[src/rtl/core/i2cm_pkg.sv]
// Shared types, codes and reset constants of the I2C master byte controller.
package i2cm_pkg;

    localparam int unsigned DELAY_WIDTH_DEF = 16;
    localparam int unsigned CFG_DATA_W      = 16;
    localparam int unsigned CFG_ADDR_W      = 2;

    // Request codes on req_type.
    localparam logic [2:0] REQ_TICK  = 3'd0;
    localparam logic [2:0] REQ_START = 3'd1;
    localparam logic [2:0] REQ_STOP  = 3'd2;
    localparam logic [2:0] REQ_WRITE = 3'd3;
    localparam logic [2:0] REQ_READ  = 3'd4;

    // Configuration register indexes.
    localparam logic [CFG_ADDR_W-1:0] CFG_LOW_TIME  = 2'd0;
    localparam logic [CFG_ADDR_W-1:0] CFG_HIGH_TIME = 2'd1;
    localparam logic [CFG_ADDR_W-1:0] CFG_FAST_MODE = 2'd2;

    localparam logic [15:0] LOW_TIME_RST  = 16'd50;
    localparam logic [15:0] HIGH_TIME_RST = 16'd40;
    localparam logic        FAST_MODE_RST = 1'b0;

    localparam logic [7:0] BYTE_ONES  = 8'hFF;
    localparam logic [7:0] BYTE_ZEROS = 8'h00;
    localparam logic [3:0] BITS_BYTE  = 4'd8;
    localparam logic [3:0] BITS_ACK   = 4'd1;

    typedef enum logic [10:0] {
        PH_IDLE     = 11'b000_0000_0001,
        PH_ST_WAIT  = 11'b000_0000_0010,
        PH_ST_SETUP = 11'b000_0000_0100,
        PH_ST_HOLD  = 11'b000_0000_1000,
        PH_SP_WAIT  = 11'b000_0001_0000,
        PH_SP_HOLD  = 11'b000_0010_0000,
        PH_SP_TAIL  = 11'b000_0100_0000,
        PH_BIT_LOW  = 11'b000_1000_0000,
        PH_BIT_WAIT = 11'b001_0000_0000,
        PH_BIT_HIGH = 11'b010_0000_0000,
        PH_BIT_END  = 11'b100_0000_0000
    } phase_t;

    typedef struct packed {
        logic [15:0] low_time;
        logic [15:0] high_time;
        logic        fast_mode;
    } cfg_t;

    // Controller state apart from the delay counter, whose width is a parameter.
    typedef struct packed {
        phase_t      phase;
        logic [3:0]  bit_count;
        logic [7:0]  shift_byte;
        logic        scl_drive;
        logic        sda_drive;
        logic        nack_pending;
        logic        ack_flag;
        logic        sda_enable;
        logic        op_read;
        logic        ack_stage;
        logic        sampled;
        logic [7:0]  rx_byte;
        logic [7:0]  read_reg;
    } state_t;

    localparam state_t STATE_RST = '{
        phase:        PH_IDLE,
        bit_count:    4'd0,
        shift_byte:   BYTE_ONES,
        scl_drive:    1'b0,
        sda_drive:    1'b0,
        nack_pending: 1'b0,
        ack_flag:     1'b0,
        sda_enable:   1'b0,
        op_read:      1'b0,
        ack_stage:    1'b0,
        sampled:      1'b0,
        rx_byte:      BYTE_ZEROS,
        read_reg:     BYTE_ZEROS
    };

endpackage

[src/rtl/core/i2cm_cfg.sv]
// Configuration register file: bus timing and fast mode setting.
module i2cm_cfg (
    input  logic                                 clk,
    input  logic                                 rst_n,
    input  logic                                 cfg_wen,
    input  logic [i2cm_pkg::CFG_ADDR_W-1:0]      cfg_addr,
    input  logic [i2cm_pkg::CFG_DATA_W-1:0]      cfg_wdata,
    output i2cm_pkg::cfg_t                       cfg
);

    i2cm_pkg::cfg_t cfg_reg;
    i2cm_pkg::cfg_t cfg_next;

    always_comb
    begin
        cfg_next = cfg_reg;
        if (cfg_wen)
        begin
            unique case (cfg_addr)
                i2cm_pkg::CFG_LOW_TIME:  cfg_next.low_time  = cfg_wdata;
                i2cm_pkg::CFG_HIGH_TIME: cfg_next.high_time = cfg_wdata;
                i2cm_pkg::CFG_FAST_MODE: cfg_next.fast_mode = cfg_wdata[0];
                default:                 cfg_next = cfg_reg;
            endcase
        end
    end

    always_ff @(posedge clk or negedge rst_n)
    begin
        if (!rst_n)
        begin
            cfg_reg.low_time  <= i2cm_pkg::LOW_TIME_RST;
            cfg_reg.high_time <= i2cm_pkg::HIGH_TIME_RST;
            cfg_reg.fast_mode <= i2cm_pkg::FAST_MODE_RST;
        end
        else
        begin
            cfg_reg <= cfg_next;
        end
    end

    assign cfg = cfg_reg;

endmodule

[src/rtl/core/i2cm_step.sv]
// Next-state logic of the bus master for one tick of the timing base.
module i2cm_step #(
    parameter int unsigned DELAY_WIDTH = i2cm_pkg::DELAY_WIDTH_DEF
) (
    input  i2cm_pkg::state_t        st,
    input  logic [DELAY_WIDTH-1:0]  delay_count,
    input  i2cm_pkg::cfg_t          cfg,
    input  logic [2:0]              req_type,
    input  logic [7:0]              write_data,
    input  logic                    read_last,
    input  logic                    scl_in,
    input  logic                    sda_in,
    output i2cm_pkg::state_t        st_next,
    output logic [DELAY_WIDTH-1:0]  delay_next,
    output logic                    done
);

    logic [DELAY_WIDTH-1:0] low_ld;
    logic [DELAY_WIDTH-1:0] high_ld;
    logic [DELAY_WIDTH-1:0] dly_dec;
    logic                   dly_end;
    logic [3:0]             bits_left;
    logic                   in_bit;
    i2cm_pkg::state_t       nx;
    logic [DELAY_WIDTH-1:0] dnx;
    logic                   dn;

    assign low_ld  = DELAY_WIDTH'(cfg.low_time);
    assign high_ld = DELAY_WIDTH'(cfg.high_time);

    // A delay of zero ends on its first tick, as one of one does.
    assign dly_end   = (delay_count <= DELAY_WIDTH'(1));
    assign dly_dec   = dly_end ? '0 : delay_count - DELAY_WIDTH'(1);
    assign bits_left = st.bit_count - 4'd1;

    always_comb
    begin
        nx  = st;
        dnx = delay_count;
        dn  = 1'b0;
        unique case (st.phase)
            i2cm_pkg::PH_IDLE:
            begin
                if (req_type == i2cm_pkg::REQ_START)
                begin
                    nx.scl_drive = 1'b0;
                    nx.phase     = i2cm_pkg::PH_ST_WAIT;
                end
                else if (req_type == i2cm_pkg::REQ_STOP)
                begin
                    nx.sda_drive = 1'b1;
                    nx.scl_drive = 1'b0;
                    nx.phase     = i2cm_pkg::PH_SP_WAIT;
                end
                else if (req_type == i2cm_pkg::REQ_WRITE || req_type == i2cm_pkg::REQ_READ)
                begin
                    nx.op_read      = (req_type == i2cm_pkg::REQ_READ);
                    nx.nack_pending = read_last;
                    nx.ack_stage    = 1'b0;
                    nx.scl_drive    = 1'b1;
                    nx.shift_byte   = (req_type == i2cm_pkg::REQ_READ) ?
                                      i2cm_pkg::BYTE_ONES : write_data;
                    nx.sda_enable   = (req_type != i2cm_pkg::REQ_READ);
                    nx.bit_count    = i2cm_pkg::BITS_BYTE;
                    dnx             = low_ld;
                    nx.phase        = i2cm_pkg::PH_BIT_LOW;
                end
            end
            i2cm_pkg::PH_ST_WAIT:
            begin
                if (scl_in)
                begin
                    dnx      = cfg.fast_mode ? high_ld : low_ld;
                    nx.phase = i2cm_pkg::PH_ST_SETUP;
                end
            end
            i2cm_pkg::PH_ST_SETUP:
            begin
                dnx = dly_dec;
                if (dly_end)
                begin
                    nx.sda_drive = 1'b1;
                    dnx          = high_ld;
                    nx.phase     = i2cm_pkg::PH_ST_HOLD;
                end
            end
            i2cm_pkg::PH_ST_HOLD:
            begin
                dnx = dly_dec;
                if (dly_end)
                begin
                    nx.scl_drive = 1'b1;
                    nx.sda_drive = 1'b0;
                    dn           = 1'b1;
                    nx.phase     = i2cm_pkg::PH_IDLE;
                end
            end
            i2cm_pkg::PH_SP_WAIT:
            begin
                if (scl_in)
                begin
                    dnx      = high_ld;
                    nx.phase = i2cm_pkg::PH_SP_HOLD;
                end
            end
            i2cm_pkg::PH_SP_HOLD:
            begin
                dnx = dly_dec;
                if (dly_end)
                begin
                    nx.sda_drive = 1'b0;
                    dnx          = low_ld;
                    nx.phase     = i2cm_pkg::PH_SP_TAIL;
                end
            end
            i2cm_pkg::PH_SP_TAIL:
            begin
                dnx = dly_dec;
                if (dly_end)
                begin
                    dn       = 1'b1;
                    nx.phase = i2cm_pkg::PH_IDLE;
                end
            end
            i2cm_pkg::PH_BIT_LOW:
            begin
                dnx = dly_dec;
                if (dly_end)
                begin
                    nx.scl_drive = 1'b0;
                    nx.phase     = i2cm_pkg::PH_BIT_WAIT;
                end
            end
            i2cm_pkg::PH_BIT_WAIT:
            begin
                // Clock stretching: hold here until the slave lets SCL rise.
                if (scl_in)
                begin
                    nx.sampled = sda_in;
                    dnx        = high_ld;
                    nx.phase   = i2cm_pkg::PH_BIT_HIGH;
                end
            end
            i2cm_pkg::PH_BIT_HIGH:
            begin
                dnx = dly_dec;
                if (dly_end)
                begin
                    nx.scl_drive  = 1'b1;
                    nx.shift_byte = {st.shift_byte[6:0], st.sampled};
                    nx.bit_count  = bits_left;
                    dnx           = low_ld;
                    nx.phase      = (bits_left != 4'd0) ? i2cm_pkg::PH_BIT_LOW
                                                        : i2cm_pkg::PH_BIT_END;
                end
            end
            i2cm_pkg::PH_BIT_END:
            begin
                dnx = dly_dec;
                if (dly_end)
                begin
                    if (!st.ack_stage)
                    begin
                        // Byte finished: set up the acknowledge bit.
                        nx.rx_byte    = st.shift_byte;
                        nx.ack_stage  = 1'b1;
                        if (st.op_read)
                        begin
                            nx.shift_byte = st.nack_pending ? i2cm_pkg::BYTE_ONES
                                                            : i2cm_pkg::BYTE_ZEROS;
                            nx.sda_enable = 1'b1;
                        end
                        else
                        begin
                            nx.shift_byte = i2cm_pkg::BYTE_ONES;
                            nx.sda_enable = 1'b0;
                        end
                        nx.bit_count = i2cm_pkg::BITS_ACK;
                        dnx          = low_ld;
                        nx.phase     = i2cm_pkg::PH_BIT_LOW;
                    end
                    else
                    begin
                        if (st.op_read)
                        begin
                            nx.read_reg = st.rx_byte;
                        end
                        else
                        begin
                            nx.ack_flag = ~st.shift_byte[0];
                        end
                        nx.shift_byte = i2cm_pkg::BYTE_ONES;
                        nx.sda_enable = 1'b1;
                        nx.ack_stage  = 1'b0;
                        dn            = 1'b1;
                        nx.phase      = i2cm_pkg::PH_IDLE;
                    end
                end
            end
            default:
            begin
                nx.phase = i2cm_pkg::PH_IDLE;
            end
        endcase

        in_bit = (nx.phase == i2cm_pkg::PH_BIT_LOW)  ||
                 (nx.phase == i2cm_pkg::PH_BIT_WAIT) ||
                 (nx.phase == i2cm_pkg::PH_BIT_HIGH) ||
                 (nx.phase == i2cm_pkg::PH_BIT_END);

        // During bit transfer SDA follows the MSB of the shifter when driven.
        if (in_bit)
        begin
            nx.sda_drive = nx.sda_enable & ~nx.shift_byte[7];
        end
        else if (dn && nx.phase == i2cm_pkg::PH_IDLE && nx.bit_count == 4'd0)
        begin
            nx.sda_drive = 1'b0;
        end
    end

    assign st_next    = nx;
    assign delay_next = dnx;
    assign done       = dn;

endmodule

[src/rtl/core/i2c_master_byte_controller.sv]
// Top level of the I2C master byte controller: tick channel, state and result register.
//
// Usage: each transaction on the command channel (cmd_valid/cmd_ready) is one tick
// of the bus timing base. It carries a request code, the byte to write, the
// read_last flag and the sampled SCL and SDA levels. Every tick produces exactly
// one result on the result channel (res_valid/res_ready): the line drives, busy,
// a one-tick done flag, the last byte read and the acknowledge seen on the last write.
// A request code is only acted on at a tick that finds the master idle; otherwise it is ignored.
// The result of a tick is presented in the cycle after it is accepted. Throughput is
// one tick per clock cycle while res_ready stays high; the
// state registers themselves hold the result, so a stalled receiver keeps the result
// steady and cmd_ready falls until the waiting result is taken.
// Timing is set by the low and high delay registers on the write-only configuration
// port (cfg_wen, cfg_addr, cfg_wdata); write them only while the master is idle.
// Reset (rst_n low) returns the master to idle with both lines released, the timing
// registers to their defaults, and empties the result register.
module i2c_master_byte_controller #(
    parameter int unsigned DELAY_WIDTH = i2cm_pkg::DELAY_WIDTH_DEF
) (
    input  logic                              clk,
    input  logic                              rst_n,
    input  logic                              cmd_valid,
    output logic                              cmd_ready,
    input  logic [2:0]                        req_type,
    input  logic [7:0]                        write_data,
    input  logic                              read_last,
    input  logic                              scl_in,
    input  logic                              sda_in,
    output logic                              res_valid,
    input  logic                              res_ready,
    output logic                              scl_low,
    output logic                              sda_low,
    output logic                              busy_res,
    output logic                              done_res,
    output logic [7:0]                        read_data,
    output logic                              ack_received,
    input  logic                              cfg_wen,
    input  logic [i2cm_pkg::CFG_ADDR_W-1:0]   cfg_addr,
    input  logic [i2cm_pkg::CFG_DATA_W-1:0]   cfg_wdata
);

    i2cm_pkg::cfg_t         cfg;
    i2cm_pkg::state_t       st_reg;
    i2cm_pkg::state_t       st_next;
    logic [DELAY_WIDTH-1:0] delay_reg;
    logic [DELAY_WIDTH-1:0] delay_next;
    logic                   done_reg;
    logic                   done_next;
    logic                   res_valid_reg;
    logic                   res_valid_next;
    logic                   accept;

    i2cm_cfg u_cfg (
        .clk       (clk),
        .rst_n     (rst_n),
        .cfg_wen   (cfg_wen),
        .cfg_addr  (cfg_addr),
        .cfg_wdata (cfg_wdata),
        .cfg       (cfg)
    );

    i2cm_step #(
        .DELAY_WIDTH (DELAY_WIDTH)
    ) u_step (
        .st          (st_reg),
        .delay_count (delay_reg),
        .cfg         (cfg),
        .req_type    (req_type),
        .write_data  (write_data),
        .read_last   (read_last),
        .scl_in      (scl_in),
        .sda_in      (sda_in),
        .st_next     (st_next),
        .delay_next  (delay_next),
        .done        (done_next)
    );

    assign cmd_ready = ~res_valid_reg | res_ready;
    assign accept    = cmd_valid & cmd_ready;

    always_comb
    begin
        res_valid_next = res_valid_reg;
        if (accept)
        begin
            res_valid_next = 1'b1;
        end
        else if (res_ready)
        begin
            res_valid_next = 1'b0;
        end
    end

    always_ff @(posedge clk or negedge rst_n)
    begin
        if (!rst_n)
        begin
            st_reg        <= i2cm_pkg::STATE_RST;
            delay_reg     <= '0;
            done_reg      <= 1'b0;
            res_valid_reg <= 1'b0;
        end
        else
        begin
            res_valid_reg <= res_valid_next;
            if (accept)
            begin
                st_reg    <= st_next;
                delay_reg <= delay_next;
                done_reg  <= done_next;
            end
        end
    end

    assign res_valid    = res_valid_reg;
    assign scl_low      = st_reg.scl_drive;
    assign sda_low      = st_reg.sda_drive;
    assign busy_res     = (st_reg.phase != i2cm_pkg::PH_IDLE);
    assign done_res     = done_reg;
    assign read_data    = st_reg.read_reg;
    assign ack_received = st_reg.ack_flag;

endmodule
[config.mk]
export PLATFORM = sky130hd
export DESIGN_NAME = i2c_master_byte_controller
export DESIGN_NICKNAME = d
export VERILOG_FILES = /design/src/rtl/core/i2cm_pkg.sv /design/src/rtl/core/i2cm_cfg.sv /design/src/rtl/core/i2cm_step.sv /design/src/rtl/core/i2c_master_byte_controller.sv
export SDC_FILE = /design/constraint.sdc
export NUM_CORES = 1
export LEC_CHECK = 0
export BUFFER_PORTS_ARGS = -buffer_cell sky130_fd_sc_hd__buf_2
export CORE_MARGIN = 8
export CORE_UTILIZATION = 54
export DETAILED_ROUTE_END_ITERATION = 6
export PLACE_DENSITY = 0.75
export SLEW_MARGIN = 20
export SYNTH_ARGS = -nofsm -noshare
export SYNTH_HDL_FRONTEND = slang
export SYNTH_HIERARCHICAL = 1
export SYNTH_SLANG_ARGS = --single-unit
[constraint.sdc]
create_clock -name clk -period 3 [get_ports clk]
set_clock_uncertainty 0.05 [all_clocks]
set_input_delay 0.3 -clock clk [delete_from_list [all_inputs] [get_ports clk]]
set_output_delay 0.3 -clock clk [all_outputs]
set_load 0.1 [all_outputs]
-- Word level (Yosys, flattened, before mapping)
Index checks and enable logic that the tools add are counted.
- word-level logic and storage cells: 168
- flip-flop bits (word level): 98
- equal/unequal tests: 39
- $add $sub $neg: 2
- reductions and logical operators: 32
- bitwise operators: 10
- magnitude comparators: 1
- muxes and demuxes: 64
- operator list (operator ; count):
    $mux W16 ; 11
    $pmux W16 S7 ; 1
    $mux W11 ; 10
    $pmux W11 S10 ; 1
    $mux W24 ; 2
    $mux W8 ; 5
    $pmux W12 S3 ; 1
    $mux W12 ; 2
    $mux W23 ; 1
    $eq A11 B1 Y1 const B ; 2
    $eq A11 B10 Y1 const B ; 2
    $eq A11 B11 Y1 const B ; 2
    $eq A11 B8 Y1 const B ; 2
    $eq A11 B9 Y1 const B ; 2
    $reduce_and A7 Y1 ; 3
    $ne A4 B1 Y1 const B ; 5
    $mux W1 ; 19
    $le A16 B1 Y1 const B ; 1
    $sub A16 B1 Y16 const B ; 1
    $reduce_and A5 Y1 ; 3
    $ne A2 B1 Y1 const B ; 6
    $reduce_and A6 Y1 ; 2
    $eq A11 B2 Y1 const B ; 1
    $eq A11 B3 Y1 const B ; 1
    36 further kinds ; 62

-- Depth between registers and ports, before layout
- word-level depth: 12
- mapped depth: 13

-- Modules after synthesis
The synthesis kept the hierarchy.
- by module, submodules not included (module ; instances ; area each (µm²) ; cells each):
    i2cm_step ; 1 ; 3148.0 ; 492
    i2c_master_byte_controller ; 1 ; 2767.7 ; 150
    i2cm_cfg ; 1 ; 1260.0 ; 71

-- Least setup slack after synthesis
OpenSTA, ideal clock, no wires.
- path kind: flip-flop to flip-flop
- start point: register delay_reg[0]
- end point: register st_reg (netlist bit sda_low)
- cell stages (with the launch flop): 14
- path slack: -306 ps
- setup time: 126 ps
- period minus slack after synthesis: 3306 ps
- arrival time: 3131 ps
- path through: dfrtp_1 > inv_1 > ha_1 > o21bai_1 > or4bb_1 > or2_4 > clkinv_1 > buf_1 > ha_1 > a22o_1 > and3b_1 > a41oi_1 > mux2_4 > mux2_4
- RTL lines (element ; RTL line ; text):
    start: declaration ; i2c_master_byte_controller.sv:45 ; logic [DELAY_WIDTH-1:0] delay_reg;
    start signal: assignment ; i2c_master_byte_controller.sv:109 ; delay_reg <= delay_next;
    end signal: assignment ; i2c_master_byte_controller.sv:98 ; st_reg <= i2cm_pkg::STATE_RST;
    end signal: assignment ; i2c_master_byte_controller.sv:108 ; st_reg <= st_next;
    end: declaration ; i2c_master_byte_controller.sv:43 ; i2cm_pkg::state_t st_reg;

==> impl.org <==
** Cells and area
- Post-route core utilization :: 0.672
- The number of antenna diodes in the final layout is 0.
- Number of filler cells placed in the layout :: slightly above 1,000
- The library cell used most frequently in the layout, excluding fill and tap cells, is buf_4.
- The register with the most flip-flops in the layout has 36 of them.
- Footprint of the multi-input gates :: between 4000 and 5000 µm²
- Most frequent cells in the layout :: buf_4, dfrtp_1, mux2_4, mux2_2, nor2_1
- Relative to the synthesized area, the layout overhead comes to 22.5%.
- The net count of the finished layout is 886.
- The sequential cells in the finished layout cover a total of 2470 µm².
- Of the cells placed in the final design, the portion with a size suffix greater than 1 is 0.456.

** Status
- The run finished, with violations left.
- Violated checks :: negative setup slack

** Detailed routing
- Iteration-0 DRC count of the detailed router :: slightly below 700
- The final route contains 6,729 vias.
- After detailed routing, the number of vias per cell comes to between 6 and 7.
- For this run, design rule violations remaining after detail routing come to 0.
- After detailed routing, the average wire length per cell comes to roughly 22 µm.
- Once detail routing completed, the nets flagged for antenna violations numbered 0.
- Number of detailed-route iterations in the first pass :: 6
- After detailed routing, the total wire length is 22,900 µm.

** Floorplan
- Ports placed on the boundary :: 52
- Die height :: between 100 and 150 µm
- Die width :: between 100 and 150 µm
- In this run the core area contains between 40 and 50 standard-cell rows.
- The floorplan step defined a die boundary enclosing roughly 17,000 µm².
- For this configuration, the core starts out at a cell density of 0.548.
- After floorplanning, the core was sized to cover around 13,000 µm².

** Job
- MaxCap Viol Count :: 0

** Global route
- The first global-routing pass estimated 36,000 µm of wire.
- Antenna violations before repair :: 0
- The number of global-route vias before repair is 6,728.
- The total overflow left after global routing is 0.
- Entering global routing, the biggest net connects 55 pins.
- Total track usage :: 0.256

** Setup path
- Ordered cell list for the critical path :: nor3_1 > buf_4 > or4bb_4 > or2_4 > o41ai_4 > o211ai_1 > and3b_2 > a41oi_2 > mux2_4 > mux2_4
- Setup slack on the worst reg-to-reg path comes out at -0.12 ns.
- The most numerous cell type found on the critical path is mux2_4.
- The most critical setup path has its startpoint at delay_reg[12]$_DFFE_PN0P_.
- Endpoint of the most critical setup path :: sda_low$_DFFE_PN0P_
- STA classifies the critical path endpoint as a flip-flop.
- Stage delay of the slowest cell on the critical path :: approximately 0.48 ns
- The critical path crosses 10 cells after its start point.
- Startpoint of the worst-slack reg-to-reg timing path :: delay_reg[12]$_DFFE_PN0P_
- The worst setup path is launched from a flip-flop.
- Grouping stages by cell kind, the critical path spends the most delay in simple AND/OR/NAND/NOR gates.
- Critical path type :: flip-flop to flip-flop
- For the worst setup path, the data required time is between 3 and 4 ns.
- Slowest stage cell on the critical path :: or4bb_4
- STA puts the critical path data arrival time at around 3.3 ns.
- Cell depth of the worst flop-to-flop path :: 10
- Together, buffers and inverters on the worst path number 1.
- R2R Path End :: sda_low$_DFFE_PN0P_
- In this run the worst path has a maximum fanout of 6.

** CTS
- Clock latency on the worst-skew pair, taken at its later pin, is approximately 0.36 ns.
- Total CTS buffers :: 9
- The H-tree generated during clock tree synthesis spans 3 levels.
- Root buffer cell :: clkbuf_16
- Clock-pin slew reported for the worst setup and hold paths after clock tree synthesis :: roughly 0.07 ns
- TritonCTS built the clock tree.
- Clock net sink count :: 98
- Longest Clk Path Bufs :: 2

** Timing
- The number of pins with negative max-slew slack in the final report came to 0.
- Final critical-path share of the clock period :: 1.04
- Smallest setup slack after layout :: -0.117 ns
- For the pin with the worst max-slew slack, the measured transition is 0.895 ns.
- RSZ-0062 raised after global routing :: true
- Max-slew headroom :: 0.403
- Fin. Hold Viols :: 0
- Setup violations remaining at the end of the flow were counted as 3.
- Time the final worst path needs with I/O delays and setup :: about 3.1 ns
- F_max :: about 320 MHz
- Total negative slack for setup checks :: -0.149 ns
- Hold timing on the final database bottoms out at a slack of 0.125 ns.

** Logic synthesis
- Post-synth EDFFs :: 0
- Flip-flop and latch count after synthesis :: between 90 and 100
- Syn. warnings :: 6
- Averaged over all synthesized cells, the footprint is about 10 µm².
- Distinct cell type count after synthesis :: 85
- Synthesized instance count :: between 700 and 800
- In the synthesized netlist the async set-or-reset flop fraction comes to 1.00.
- In the synthesized netlist the dominant register cell turns out to be dfrtp_1.
- Synth Cell Area :: approximately 7200 µm²
- Counting every net in the synthesized netlist gives about 760.
- For this run, the register share of the synthesized area comes to 0.344.

** Place
- IO buf count :: 51
- Summed over all nets, the half-perimeter wirelength after detailed placement is between 15,000 and 20,000 µm.
- Final weighted congestion in routability-driven placement :: around 1.0

** Power and ir drop
- IR analysis of the VDD net gives a maximum drop of 456 µV.
- Leakage power :: 4.10 nW
- Power Density :: ~810 nW/µm²

** Hold path
- In this run the worst hold path is classified as primary input to flip-flop.
cells in the mapped netlist, types with 4 or more instances:
cell type,n,area (µm²)
buf_4,11,82.6
nor4b_1,4,35.0
clkbuf_1,21,78.8
o21ai_1,5,25.0
o22ai_1,10,62.6
a22oi_1,8,60.1
xor2_1,10,87.6
a21o_1,5,37.5
nor3_1,14,70.1
mux2_4,61,916
buf_6,13,146
nand4_1,11,68.8
or3_1,10,62.6
o31ai_1,4,30.0
mux2_2,55,619
nor2_1,52,195
o211ai_1,4,30.0
and2_1,4,25.0
inv_1,14,52.6
o21ai_0,52,260
nand3_1,9,45.0
dfstp_2,14,368
nor4_1,10,62.6
a31oi_1,4,25.0
nand2_1,38,143
a21oi_1,44,220
ha_1,5,62.6
a22o_1,10,87.6
nor2b_1,7,43.8
a221oi_1,12,105
xnor2_1,5,43.8
o21a_1,15,113
dfrtp_1,84,2100
buf_2,5,25.0
worst register-to-register path, cell delays in order, from the launching register on:
cell,delay [ns]
dfrtp_1,0.38
nor3_1,0.24
buf_4,0.17
or4bb_4,0.48
or2_4,0.32
o41ai_4,0.25
o211ai_1,0.16
and3b_2,0.28
a41oi_2,0.14
mux2_4,0.29
mux2_4,0.26
worst min-delay path by stage:
stage	startpoint	to	slack [ns]	cells after the start
6_report	cmd_valid	res_valid$_DFFE_PN0P_	0.12	2
5_1_grt	cfg_wdata[8]	u_cfg/cfg[9]$_DFFE_PN0P_	0.14	2
4_1_cts	cmd_valid	res_valid$_DFFE_PN0P_	0.12	2
3_5_place_dp	rst_n	st_reg[37]$_DFFE_PN0P_	0.36	1
3_3_place_gp	rst_n	res_valid$_DFFE_PN0P_	0.35	1
2_1_floorplan	rst_n	ack_received$_DFFE_PN0P_	-0.05	0
layer usage:
layer,GRT usage,part of all wire
met3,0.0457,0.078
met5,0,0
met2,0.429,0.48
met1,0.313,0.40
met4,0.120,0.034
repair_timing:
action | CTS | global route
hold buffers | 1 | 0
resized for setup | 10 | 44
cloned | 1 | 0
setup endpoints to repair | 10 | 29
pin swaps | 3 | 13
buffers inserted | 2 | 2
endpoints found under the hold margin | 16 | 0
kinds of logic (layout without fill, tap and decap cells):
kind of cell,Yosys count,after routing,synth area share
compound gates,214,214,0.201
simple gates,197,198,0.157
mux,117,117,0.215
flops,98,98,0.344
buf+inv,67,202,0.0558
xor+xnor,15,15,0.0183
fa+ha+maj,5,5,0.00872
layout make-up:
cell class                      count  share of cell area
Inverter                           15             0.00655
Tap cell                          176              0.0251
Clock buffer                       11              0.0265
Sequential cell                    98               0.281
Multi-Input combinational cell    549               0.521
Clock inverter                      5             0.00456
Timing Repair Buffer              171               0.135
per-stage QoR:
| step | area (µm²) | total power, W | setup slack [ns] | cells |
|---|---|---|---|---|
| final | 8790 | 0.00713 | -0.117 | 1025 |
| after CTS | 8590 | 0.00692 | -0.0712 | 1023 |
| after global placement | 8240 | 0.00559 | -0.00744 | 1003 |
| after detailed placement | 8240 | 0.00569 | -0.106 | 1003 |
| after floorplan | 7240 | 0.00432 | -0.0600 | 713 |
| after global routing | 8790 | 0.00746 | -0.158 | 1025 |
where the power goes:
| part | total [W] | switching, W | internal, W |
|---|---|---|---|
| logic | 0.00392 | 0.00205 | 0.00186 |
| clock network | 0.00113 | 0.000556 | 0.000572 |
| registers | 0.00208 | 0.000402 | 0.00168 |
| total | 0.00713 | 0.00301 | 0.00412 |
(Power assumes the default switching activity.)
